[src/sv/b4rs_pkg.sv]
// Package for the base-4 key radix sorter.
// Holds the key and bus widths and the control structs shared by the sequencer and the top level.
// No dependencies.
`default_nettype none

package b4rs_pkg;

  // Key width: ten base-4 digits, two bits per digit.
  localparam int KEY_W  = 20;
  // Stream data width: key padded up to whole bytes.
  localparam int DATA_W = 24;

  typedef logic [KEY_W-1:0] key_t;

  // Enables for one key RAM.
  typedef struct packed {
    logic wen;
    logic ren;
  } ram_ctl_t;

  // Output stage status handed from the sequencer to the top level.
  typedef struct packed {
    logic valid;     // the RAM read register holds a key to send
    logic last;      // that key is the final one of the run
    logic ovf;       // keys of this run were dropped
    logic sel;       // RAM that holds the sorted run (0: A, 1: B)
  } out_ctl_t;

endpackage

`default_nettype wire

[src/sv/base4_key_radix_sorter_core.sv]
// Channel  | signals                       | transaction
// ---------+-------------------------------+-------------------------------------
// s_       | tvalid tready tdata tlast     | one key; tlast closes the set
// m_       | tvalid tready tdata tlast tuser| one sorted key; tlast on the final one
//
// Loading takes one key per cycle into key RAM A. After the key marked last the block
// sorts in DIGITS passes over the n stored keys: each pass scans the source RAM
// once per digit value through its single read port, writing matches to the other RAM.
// The sorted run then leaves at one key per cycle while the sink is ready; s_tready is
// low from the last key until the final sorted key is taken. Reset clears the control
// state only; there is no clearing pass. A stalled sink holds the run without loss.
// Top level of the base-4 key radix sorter; depends on b4rs_pkg, b4rs_key_ram and
// b4rs_sequencer.
`default_nettype none

module base4_key_radix_sorter_core #(
  parameter int MAX_KEYS = 64,
  parameter int DIGITS   = 10
) (
  input  wire                          clk,
  input  wire                          rst,
  input  wire                          s_tvalid,
  output logic                         s_tready,
  input  wire  [b4rs_pkg::DATA_W-1:0]  s_tdata,   // [19:0] key, [23:20] zero
  input  wire                          s_tlast,   // last
  output logic                         m_tvalid,
  input  wire                          m_tready,
  output logic [b4rs_pkg::DATA_W-1:0]  m_tdata,   // [19:0] sorted_key, [23:20] zero
  output logic                         m_tlast,   // end_of_run
  output logic                         m_tuser    // [0] overflow
);
  import b4rs_pkg::*;

  localparam int AW = $clog2(MAX_KEYS);

  ram_ctl_t      a_ctl;
  ram_ctl_t      b_ctl;
  out_ctl_t      out_ctl;
  logic [AW-1:0] a_waddr;
  logic [AW-1:0] b_waddr;
  logic [AW-1:0] raddr;
  key_t          wdata;
  key_t          a_rdata;
  key_t          b_rdata;
  key_t          out_key;

  // Control and digit scan.
  b4rs_sequencer #(
    .MAX_KEYS (MAX_KEYS),
    .DIGITS   (DIGITS)
  ) u_seq (
    .clk       (clk),
    .rst       (rst),
    .in_valid  (s_tvalid),
    .in_ready  (s_tready),
    .in_key    (s_tdata[KEY_W-1:0]),
    .in_last   (s_tlast),
    .out_ready (m_tready),
    .out_ctl   (out_ctl),
    .a_ctl     (a_ctl),
    .b_ctl     (b_ctl),
    .a_waddr   (a_waddr),
    .b_waddr   (b_waddr),
    .raddr     (raddr),
    .wdata     (wdata),
    .a_rdata   (a_rdata),
    .b_rdata   (b_rdata)
  );

  // Ping-pong key stores.
  b4rs_key_ram #(
    .DEPTH (MAX_KEYS)
  ) u_ram_a (
    .clk   (clk),
    .wen   (a_ctl.wen),
    .waddr (a_waddr),
    .wdata (wdata),
    .ren   (a_ctl.ren),
    .raddr (raddr),
    .rdata (a_rdata)
  );

  b4rs_key_ram #(
    .DEPTH (MAX_KEYS)
  ) u_ram_b (
    .clk   (clk),
    .wen   (b_ctl.wen),
    .waddr (b_waddr),
    .wdata (wdata),
    .ren   (b_ctl.ren),
    .raddr (raddr),
    .rdata (b_rdata)
  );

  // The read register of the RAM holding the sorted run is the output register.
  assign out_key  = out_ctl.sel ? b_rdata : a_rdata;
  assign m_tvalid = out_ctl.valid;
  assign m_tdata  = {{(DATA_W - KEY_W){1'b0}}, out_key};
  assign m_tlast  = out_ctl.last;
  assign m_tuser  = out_ctl.ovf;

endmodule

`default_nettype wire

[src/sv/b4rs_key_ram.sv]
// Single-port-write, single-port-read key RAM with a registered read.
// The read register only updates when a read is enabled, so it also holds a stalled output.
// Depends on b4rs_pkg.
`default_nettype none

module b4rs_key_ram #(
  parameter int DEPTH = 64,
  localparam int AW   = $clog2(DEPTH)
) (
  input  wire                   clk,
  input  wire                   wen,
  input  wire  [AW-1:0]         waddr,
  input  wire  b4rs_pkg::key_t  wdata,
  input  wire                   ren,
  input  wire  [AW-1:0]         raddr,
  output b4rs_pkg::key_t        rdata
);
  import b4rs_pkg::*;

  key_t mem [DEPTH];

  // Write port.
  always_ff @(posedge clk) begin
    if (wen) begin
      mem[waddr] <= wdata;
    end
  end

  // Read port, registered, holds its data while not enabled.
  always_ff @(posedge clk) begin
    if (ren) begin
      rdata <= mem[raddr];
    end
  end

endmodule

`default_nettype wire

[src/sv/b4rs_sequencer.sv]
// Sequencer for the base-4 key radix sorter: loads keys into RAM A, runs one stable
// scanning pass per digit between RAMs A and B, then streams the sorted run out.
// Depends on b4rs_pkg; drives two b4rs_key_ram instances held by the top level.
`default_nettype none

module b4rs_sequencer #(
  parameter int MAX_KEYS = 64,
  parameter int DIGITS   = 10,
  localparam int AW      = $clog2(MAX_KEYS)
) (
  input  wire                    clk,
  input  wire                    rst,
  // Key input.
  input  wire                    in_valid,
  output logic                   in_ready,
  input  wire  b4rs_pkg::key_t   in_key,
  input  wire                    in_last,
  // Output stage.
  input  wire                    out_ready,
  output b4rs_pkg::out_ctl_t     out_ctl,
  // RAM ports.
  output b4rs_pkg::ram_ctl_t     a_ctl,
  output b4rs_pkg::ram_ctl_t     b_ctl,
  output logic [AW-1:0]          a_waddr,
  output logic [AW-1:0]          b_waddr,
  output logic [AW-1:0]          raddr,
  output b4rs_pkg::key_t         wdata,
  input  wire  b4rs_pkg::key_t   a_rdata,
  input  wire  b4rs_pkg::key_t   b_rdata
);
  import b4rs_pkg::*;

  localparam int CW = $clog2(MAX_KEYS + 1);
  localparam int DW = (DIGITS > 1) ? $clog2(DIGITS) : 1;

  localparam logic [1:0] ST_LOAD = 2'd0;
  localparam logic [1:0] ST_SORT = 2'd1;
  localparam logic [1:0] ST_TAIL = 2'd2;
  localparam logic [1:0] ST_EMIT = 2'd3;

  logic [1:0]    state;
  logic [CW-1:0] count;
  logic          dropped;
  logic          src;
  logic [DW-1:0] dig;
  logic [1:0]    val;
  logic [CW-1:0] idx;
  logic [CW-1:0] pos;
  logic [CW-1:0] pos_next;
  logic          rd_pend;
  logic [1:0]    rd_val;
  logic [CW-1:0] oidx;
  logic          out_valid;
  logic          out_last;

  logic          accept;
  logic          has_room;
  logic [CW-1:0] count_m1;
  key_t          src_rdata;
  key_t          shifted;
  logic [DW:0]   shamt;
  logic          sort_wen;
  logic          emit_ren;
  logic          sort_ren;
  logic          load_wen;

  // Handshake and occupancy.
  assign in_ready = (state == ST_LOAD);
  assign accept   = in_valid && in_ready;
  assign has_room = (count < CW'(MAX_KEYS));
  assign count_m1 = count - CW'(1);

  // Digit of the key returned by the source RAM; digits above the key read as zero.
  assign src_rdata = src ? b_rdata : a_rdata;
  assign shamt     = {dig, 1'b0};
  assign shifted   = src_rdata >> shamt;
  assign sort_wen  = rd_pend && (shifted[1:0] == rd_val);
  assign pos_next  = pos + CW'(sort_wen);

  // RAM control: load writes A, a pass reads the source and writes the other RAM.
  assign load_wen = accept && has_room;
  assign sort_ren = (state == ST_SORT);
  assign emit_ren = (state == ST_EMIT) && (oidx != count) && (!out_valid || out_ready);

  assign a_ctl.wen = load_wen || (sort_wen && src);
  assign a_ctl.ren = (sort_ren || emit_ren) && !src;
  assign b_ctl.wen = sort_wen && !src;
  assign b_ctl.ren = (sort_ren || emit_ren) && src;
  assign a_waddr   = (state == ST_LOAD) ? count[AW-1:0] : pos[AW-1:0];
  assign b_waddr   = pos[AW-1:0];
  assign raddr     = (state == ST_EMIT) ? oidx[AW-1:0] : idx[AW-1:0];
  assign wdata     = (state == ST_LOAD) ? in_key : src_rdata;

  assign out_ctl.valid = out_valid;
  assign out_ctl.last  = out_last;
  assign out_ctl.ovf   = dropped;
  assign out_ctl.sel   = src;

  // Main sequence: load, DIGITS scan passes, emission.
  always_ff @(posedge clk) begin
    if (rst) begin
      state     <= ST_LOAD;
      count     <= '0;
      dropped   <= 1'b0;
      src       <= 1'b0;
      dig       <= '0;
      val       <= '0;
      idx       <= '0;
      pos       <= '0;
      rd_pend   <= 1'b0;
      rd_val    <= '0;
      oidx      <= '0;
      out_valid <= 1'b0;
      out_last  <= 1'b0;
    end else begin
      rd_pend <= (state == ST_SORT);
      rd_val  <= val;
      pos     <= pos_next;
      unique case (state)
        ST_LOAD: begin
          if (accept) begin
            if (has_room) begin
              count <= count + CW'(1);
            end else begin
              dropped <= 1'b1;
            end
            if (in_last) begin
              state <= ST_SORT;
              src   <= 1'b0;
              dig   <= '0;
              val   <= '0;
              idx   <= '0;
              pos   <= '0;
            end
          end
        end
        ST_SORT: begin
          // Scan every stored key once for each digit value, in order.
          if (idx == count_m1) begin
            idx <= '0;
            if (val == 2'd3) begin
              state <= ST_TAIL;
            end else begin
              val <= val + 2'd1;
            end
          end else begin
            idx <= idx + CW'(1);
          end
        end
        ST_TAIL: begin
          // The last read of the pass lands here; then swap source and destination.
          src <= !src;
          val <= '0;
          idx <= '0;
          pos <= '0;
          if (dig == DW'(DIGITS - 1)) begin
            state     <= ST_EMIT;
            oidx      <= '0;
            out_valid <= 1'b0;
          end else begin
            state <= ST_SORT;
            dig   <= dig + DW'(1);
          end
        end
        ST_EMIT: begin
          if (emit_ren) begin
            oidx      <= oidx + CW'(1);
            out_valid <= 1'b1;
            out_last  <= (oidx == count_m1);
          end else if (out_ready) begin
            out_valid <= 1'b0;
          end
          if (out_valid && out_ready && out_last) begin
            state   <= ST_LOAD;
            count   <= '0;
            dropped <= 1'b0;
          end
        end
        default: begin
          state <= ST_LOAD;
        end
      endcase
    end
  end

`ifndef SYNTH
  // A RAM is never read and written in the same cycle.
  a_no_rw_a: assert property (@(posedge clk) disable iff (rst)
    !(a_ctl.wen && a_ctl.ren))
    else $error("RAM A read and written in one cycle");
  a_no_rw_b: assert property (@(posedge clk) disable iff (rst)
    !(b_ctl.wen && b_ctl.ren))
    else $error("RAM B read and written in one cycle");
  // Every pass moves each stored key exactly once.
  a_pass_full: assert property (@(posedge clk) disable iff (rst)
    (state == ST_TAIL) |-> (pos_next == count))
    else $error("pass did not move every key exactly once");
  // The store never holds more than its capacity.
  a_count_cap: assert property (@(posedge clk) disable iff (rst)
    count <= CW'(MAX_KEYS))
    else $error("key count above capacity");
  // Keys are only taken while nothing is waiting on the output.
  a_no_overlap: assert property (@(posedge clk) disable iff (rst)
    !(in_ready && out_valid))
    else $error("input open while output pending");
`endif

endmodule

`default_nettype wire

[config.mk]
export PLATFORM = sky130hd
export DESIGN_NAME = base4_key_radix_sorter_core
export DESIGN_NICKNAME = d
export VERILOG_FILES = /design/src/sv/b4rs_pkg.sv /design/src/sv/base4_key_radix_sorter_core.sv /design/src/sv/b4rs_key_ram.sv /design/src/sv/b4rs_sequencer.sv
export SDC_FILE = /design/constraint.sdc
export NUM_CORES = 2
export LEC_CHECK = 0
export BUFFER_PORTS_ARGS = -buffer_cell sky130_fd_sc_hd__buf_2
export CAP_MARGIN = 20
export CELL_PAD_IN_SITES_DETAIL_PLACEMENT = 1
export CELL_PAD_IN_SITES_GLOBAL_PLACEMENT = 2
export CORE_ASPECT_RATIO = 1.75
export CORE_MARGIN = 2
export CORE_UTILIZATION = 46
export DETAILED_ROUTE_END_ITERATION = 7
export PLACE_DENSITY_LB_ADDON = 0.1
export SLEW_MARGIN = 30
export SYNTH_ARGS = -nofsm -noshare
export SYNTH_HDL_FRONTEND = slang
export SYNTH_HIERARCHICAL = 1
export SYNTH_SLANG_ARGS = --single-unit
export TNS_END_PERCENT = 20
[constraint.sdc]
create_clock -name clk -period 5.9 [get_ports clk]
set_input_delay 1.18 -clock clk [delete_from_list [all_inputs] [get_ports clk]]
set_output_delay 1.18 -clock clk [all_outputs]
set_load 0.05 [all_outputs]
# After elaboration in Yosys (flattened, before gate mapping)

Memories as Yosys holds them, arrays and structs flattened. A register that Yosys moved wholly into a read port is not among the register bits.
Cells that the tools add are included.

Register bits after elaboration: 43
RAM bits: 2560
Input bits: 29
Output and inout bits: 28
Logic and storage cells: 125
Memories: 2

Memory list:

| name        | depth | bits a word | rd ports | clocked after memory_dff | wr ports | line               | source |
|---|---|---|---|---|---|---|---|
| u_ram_a.mem | 64    | 20          | 1        | 1                        | 1        | b4rs_key_ram.sv:20 | `key_t mem [DEPTH];` |
| u_ram_b.mem | 64    | 20          | 1        | 1                        | 1        | b4rs_key_ram.sv:20 |  |

Add/subtract/negate cells: 7
Order comparisons: 1
Equal/unequal tests: 21
Shift operators: 1
Mux-type cells: 49
Reductions and logical operators: 31

Operators with widths:

| cell                                                               | number |
|---|---|
| 7-bit two-way mux                                                  | 10 |
| 7-bit case mux with 2 select lines                                 | 3 |
| 20-bit two-way mux                                                 | 2 |
| 7-bit by 1-bit adder with 7-bit output, second input constant      | 3 |
| 7-bit case mux with 3 select lines                                 | 1 |
| 2-bit two-way mux                                                  | 10 |
| 20-bit by 5-bit right shift with 2-bit output                      | 1 |
| 2-bit != test, second input constant                               | 9 |
| 7-bit equality test                                                | 2 |
| 1-bit two-way mux                                                  | 12 |
| 4-bit two-way mux                                                  | 3 |
| 6-bit two-way mux                                                  | 2 |
| 3-bit AND reduction                                                | 4 |
| 4-bit AND reduction                                                | 3 |
| 1-bit logical AND                                                  | 11 |
| 5-bit AND reduction                                                | 2 |
| 2-bit case mux with 4 select lines                                 | 1 |
| 4-bit case mux with 2 select lines                                 | 1 |
| 7-bit by 1-bit adder with 7-bit output                             | 1 |
| 7-bit less-than comparator, second input constant                  | 1 |
| 7-bit != test                                                      | 1 |
| 7-bit by 1-bit subtractor with 7-bit output, second input constant | 1 |
| 2-bit equality test, second input constant                         | 3 |
| 1-bit case mux with 2 select lines                                 | 3 |
| other kinds (14)                                                   | 20 |

# Longest topological paths before layout

Depth in word-level cells: 8
Gate-level depth with buffers: 13
Mapped depth without buffers: 10

# Modules after synthesis

The synthesis kept the hierarchy.

Modules (own cells, without submodules):

| module                      | instances | cells each | area an instance (um^2) |
|---|---|---|---|
| b4rs_key_ram                | 2         | 2243       | 49695.2 |
| b4rs_sequencer              | 1         | 399        | 3240.6 |
| base4_key_radix_sorter_core | 1         | 27         | 356.6 |

# Worst setup path before layout

OpenSTA, ideal clock, no wires.

Kind: flip-flop to flip-flop
Start point: register u_seq.src
End point: memory u_ram_a/mem[0][18] (netlist name), data pin
Arrival time: 4.686 ns
Setup slack: 0.322 ns
Stages on the path, launching flop included: 6
Buffers on the path: 3
Period minus slack after synthesis: 5.578 ns
Path through: dfxtp_1 buf_6 buf_8 clkbuf_1 mux2i_1 a21oi_1

Cells in the longest elaborated chain, start to end: 2

Ends and longest elaborated chain:

| item                   | line                              | source |
|---|---|---|
| start, declared        | b4rs_sequencer.sv:44              | `logic src;` |
| start signal, assigned | b4rs_sequencer.sv:152             | `src <= !src;` |
| 20-bit two-way mux     | b4rs_sequencer.sv:74              | `assign src_rdata = src ? b_rdata : a_rdata;` |
| 20-bit two-way mux     | b4rs_sequencer.sv:92              | `assign wdata = (state == ST_LOAD) ? in_key : src_rdata;` |
| named net wdata[18]    | base4_key_radix_sorter_core.sv:42 | `key_t wdata;` |
| end, declared          | b4rs_key_ram.sv:20                |  |

The timed path passes the listed nets, and every way through them passes these cells.

==> qor.yml <==
die-area_um2: 228000
whs_endpoint: "u_seq/val[0]$_SDFFE_PP0P_"
start_util_pct: 46.3
dieHeight_um: 630
slew_viol_final: 0
crit_path_start_kind: "register"
grt_pass1_wl_mm: 403
postSynthAreaPerCell_um2: 21.0
finalSetupViolCount: 0
synth_top_area_share_pct: 75.8
path_class: "register to register"
drive_gt1_share_pct: 26.9
routed_wirelength_mm: 284
yosysTopAreaCell: "edfxtp_1"
critical_path_arrival_ns: 5.52
yosysMostFrequentCell: "edfxtp_1"
holdWs_ns: 0.501
fmaxAchievable_mhz: 200
synth_common_cells: "edfxtp_1 (2600), mux4_2 (532), mux2i_1 (386)"
powerDensity_nw_per_um2: 337
synth.area.top_cells: "edfxtp_1 (76%), mux4_2 (12%), mux2i_1 (3.8%)"
insertion_delay_ns: 0.88
core_area_um2: 222000
postCtsHoldBufs: 0
post_cts_buffers: 0
clock_path_buffers: 4
min_period_ns: 4.99
detail_route.iter0.violations: 4312
nNetsFinal: 5256
reg2reg_to: "u_ram_a/mem[26][12]$_DFFE_PP_"
path_clk_slew_ns: 0.07
wl_per_cell_um: 34.1
grt_antenna_before_repair: 14
dr.pass1.iters: 5
synth-edff-count: 2600
holdPathStages: 1
cts-root-buf: "clkbuf_16"
cp-startpoint: "u_seq/src$_SDFFE_PP0P_"
worst_hold_path_type: "register to register"
netlist_area_um2: 103000
cts.sinks: 2642
synth_seq_area_share_pct: 76.6
power.leakage_uw: 0.0351
ir_worst_vdd_uv: 226
ys_types: 68
io_pins: 57
viasPerCell: 6.01
reg2reg_setup_slack_ns: 0.91
synth_seq_cells: 2642
rsz0062_at_grt: "false"
syn_to_final_growth_pct: 12.9
worst_setup_path_end_kind: "register"
max_slew_margin_pct: 23.6
worstPathMaxFanout: 20
hold_start: "u_seq/val[0]$_SDFFE_PP0P_"
cts_max_level: 4
dieWidth_um: 362
numCtsBuffers: 236
drcViolationCount: 0
place_congestion: 0.862
clock_skew_ns: 0.0462
rows: 229
synth_warnings: 6
rr_worst_depth: 11
grt_pass1_vias: 53114
r2r_start: "u_seq/src$_SDFFE_PP0P_"
tightest_slew_ns: 1.14
synthCells: 4912
hold_violations: 0
track_usage_pct: 25.0
grt_overflow: 0
grt_max_degree: 129
async_reset_ff_share_pct: 0
status: "completed"
ant_nets: 0
postCtsResizedCells: 0
hpwl_mm: 179
ys.flop_type: "edfxtp_1"
min_period_over_period_pct: 84.6
maxCapViolCount: 0
worstPathRequired_ns: 6.43
vias: 49963
portBuffers: 48
setup_tns_ns: 0
cts_tree: "done"
stage by stage:
step           power [µW]  setup slack (ns)  area [µm²]  util, %  std cells
2_1_floorplan       23200             0.322      103000        -       4915
3_3_place_gp        24100              1.05      109000     48.8       7863
3_5_place_dp        24200             0.916      109000     48.9       7867
4_1_cts             39500             0.899      116000     52.3       8291
5_1_grt             40200             0.684      116000     52.3       8310
6_report            39100             0.906      116000     52.3       8314
how the worst max path moves through the flow:
stage                                          to  slack (ns)  cells past startpoint
floorplan            u_ram_a/mem[0][18]$_DFFE_PP_        0.32                      5
global placement    u_ram_a/mem[26][19]$_DFFE_PP_        1.05                     11
detailed placement   u_ram_a/mem[26][3]$_DFFE_PP_        0.92                     11
CTS                 u_ram_a/mem[26][12]$_DFFE_PP_        0.90                     11
global route        u_ram_a/mem[26][12]$_DFFE_PP_        0.68                     11
finish              u_ram_a/mem[26][12]$_DFFE_PP_        0.91                     11
metal layers:
layer | global-route usage, % | share of wire (%)
met2 | 45.9 | 54
met4 | 10.2 | 4.5
met3 | 2.13 | 3.4
met1 | 30.4 | 38
met5 | 0 | 0
sequential cells by signal (all words and copies together), names as in the netlist, 4 cells and up:
register and flops:
u_ram_a/mem 1280, u_ram_b/mem 1280, u_ram_a/rdata 20, u_ram_b/rdata 20, u_seq/count 7, u_seq/idx 7
u_seq/oidx 7, u_seq/pos 6, u_seq/dig 4
report_power, final:
part / leakage, µW / internal, µW / switching (µW)
sequential: 0.0236 / 21200 / 35.3
combinational: 0.00780 / 743 / 1770
clock: 0.00367 / 8610 / 6810
total: 0.0351 / 30500 / 8620
kinds of logic (layout without fill, tap and decap cells):
kind of cell	Yosys count	count (layout)	synth area share [%]
AND/OR/NAND/NOR	445	445	2.08
other	1	27	0.00364
XOR/XNOR	44	44	0.401
adder cells (fa/ha/maj)	9	9	0.109
AO/OA/AOI/OAI	502	502	3.27
buffers and inverters	308	797	1.59
flip-flops	2642	2642	76.6
multiplexers	961	961	15.9
critical path, cell delays in order (launching register included):
cell and delay [ns]:
dfxtp_2 0.75, buf_4 0.42, mux4_2 0.57, a22oi_2 0.18, o311ai_2 0.17, xnor2_1 0.20, o211a_4 0.21, o2bb2ai_1 0.45
nor2b_1 0.36, nand2_1 0.48, nor2_2 0.49, buf_4 0.35
placed cells by master, fill, tap and decap left out, drive strengths merged, types with 32 or more instances in the layout:
master / n
a21oi: 37
a22oi: 129
a31oi: 66
and3: 35
buf: 359
clkbuf: 277
clkinv: 102
dfxtp: 42
edfxtp: 2600
mux2: 43
mux2i: 386
mux4: 532
nand2: 57
nor2: 205
nor3: 32
o21ai: 71
o22ai: 105
o31ai: 33
layout make-up:
cell class                      instances  area [µm²]
Clock inverter                        147        1430
Timing Repair Buffer                  359        2970
Antenna cell                           23        57.6
Inverter                               14        52.6
Multi-Input combinational cell       1965       23100
Tap cell                             2887        3610
Clock buffer                          277        6120
Fill cell                           19305      106000
Sequential cell                      2642       78900
(Power assumes the default switching activity.)
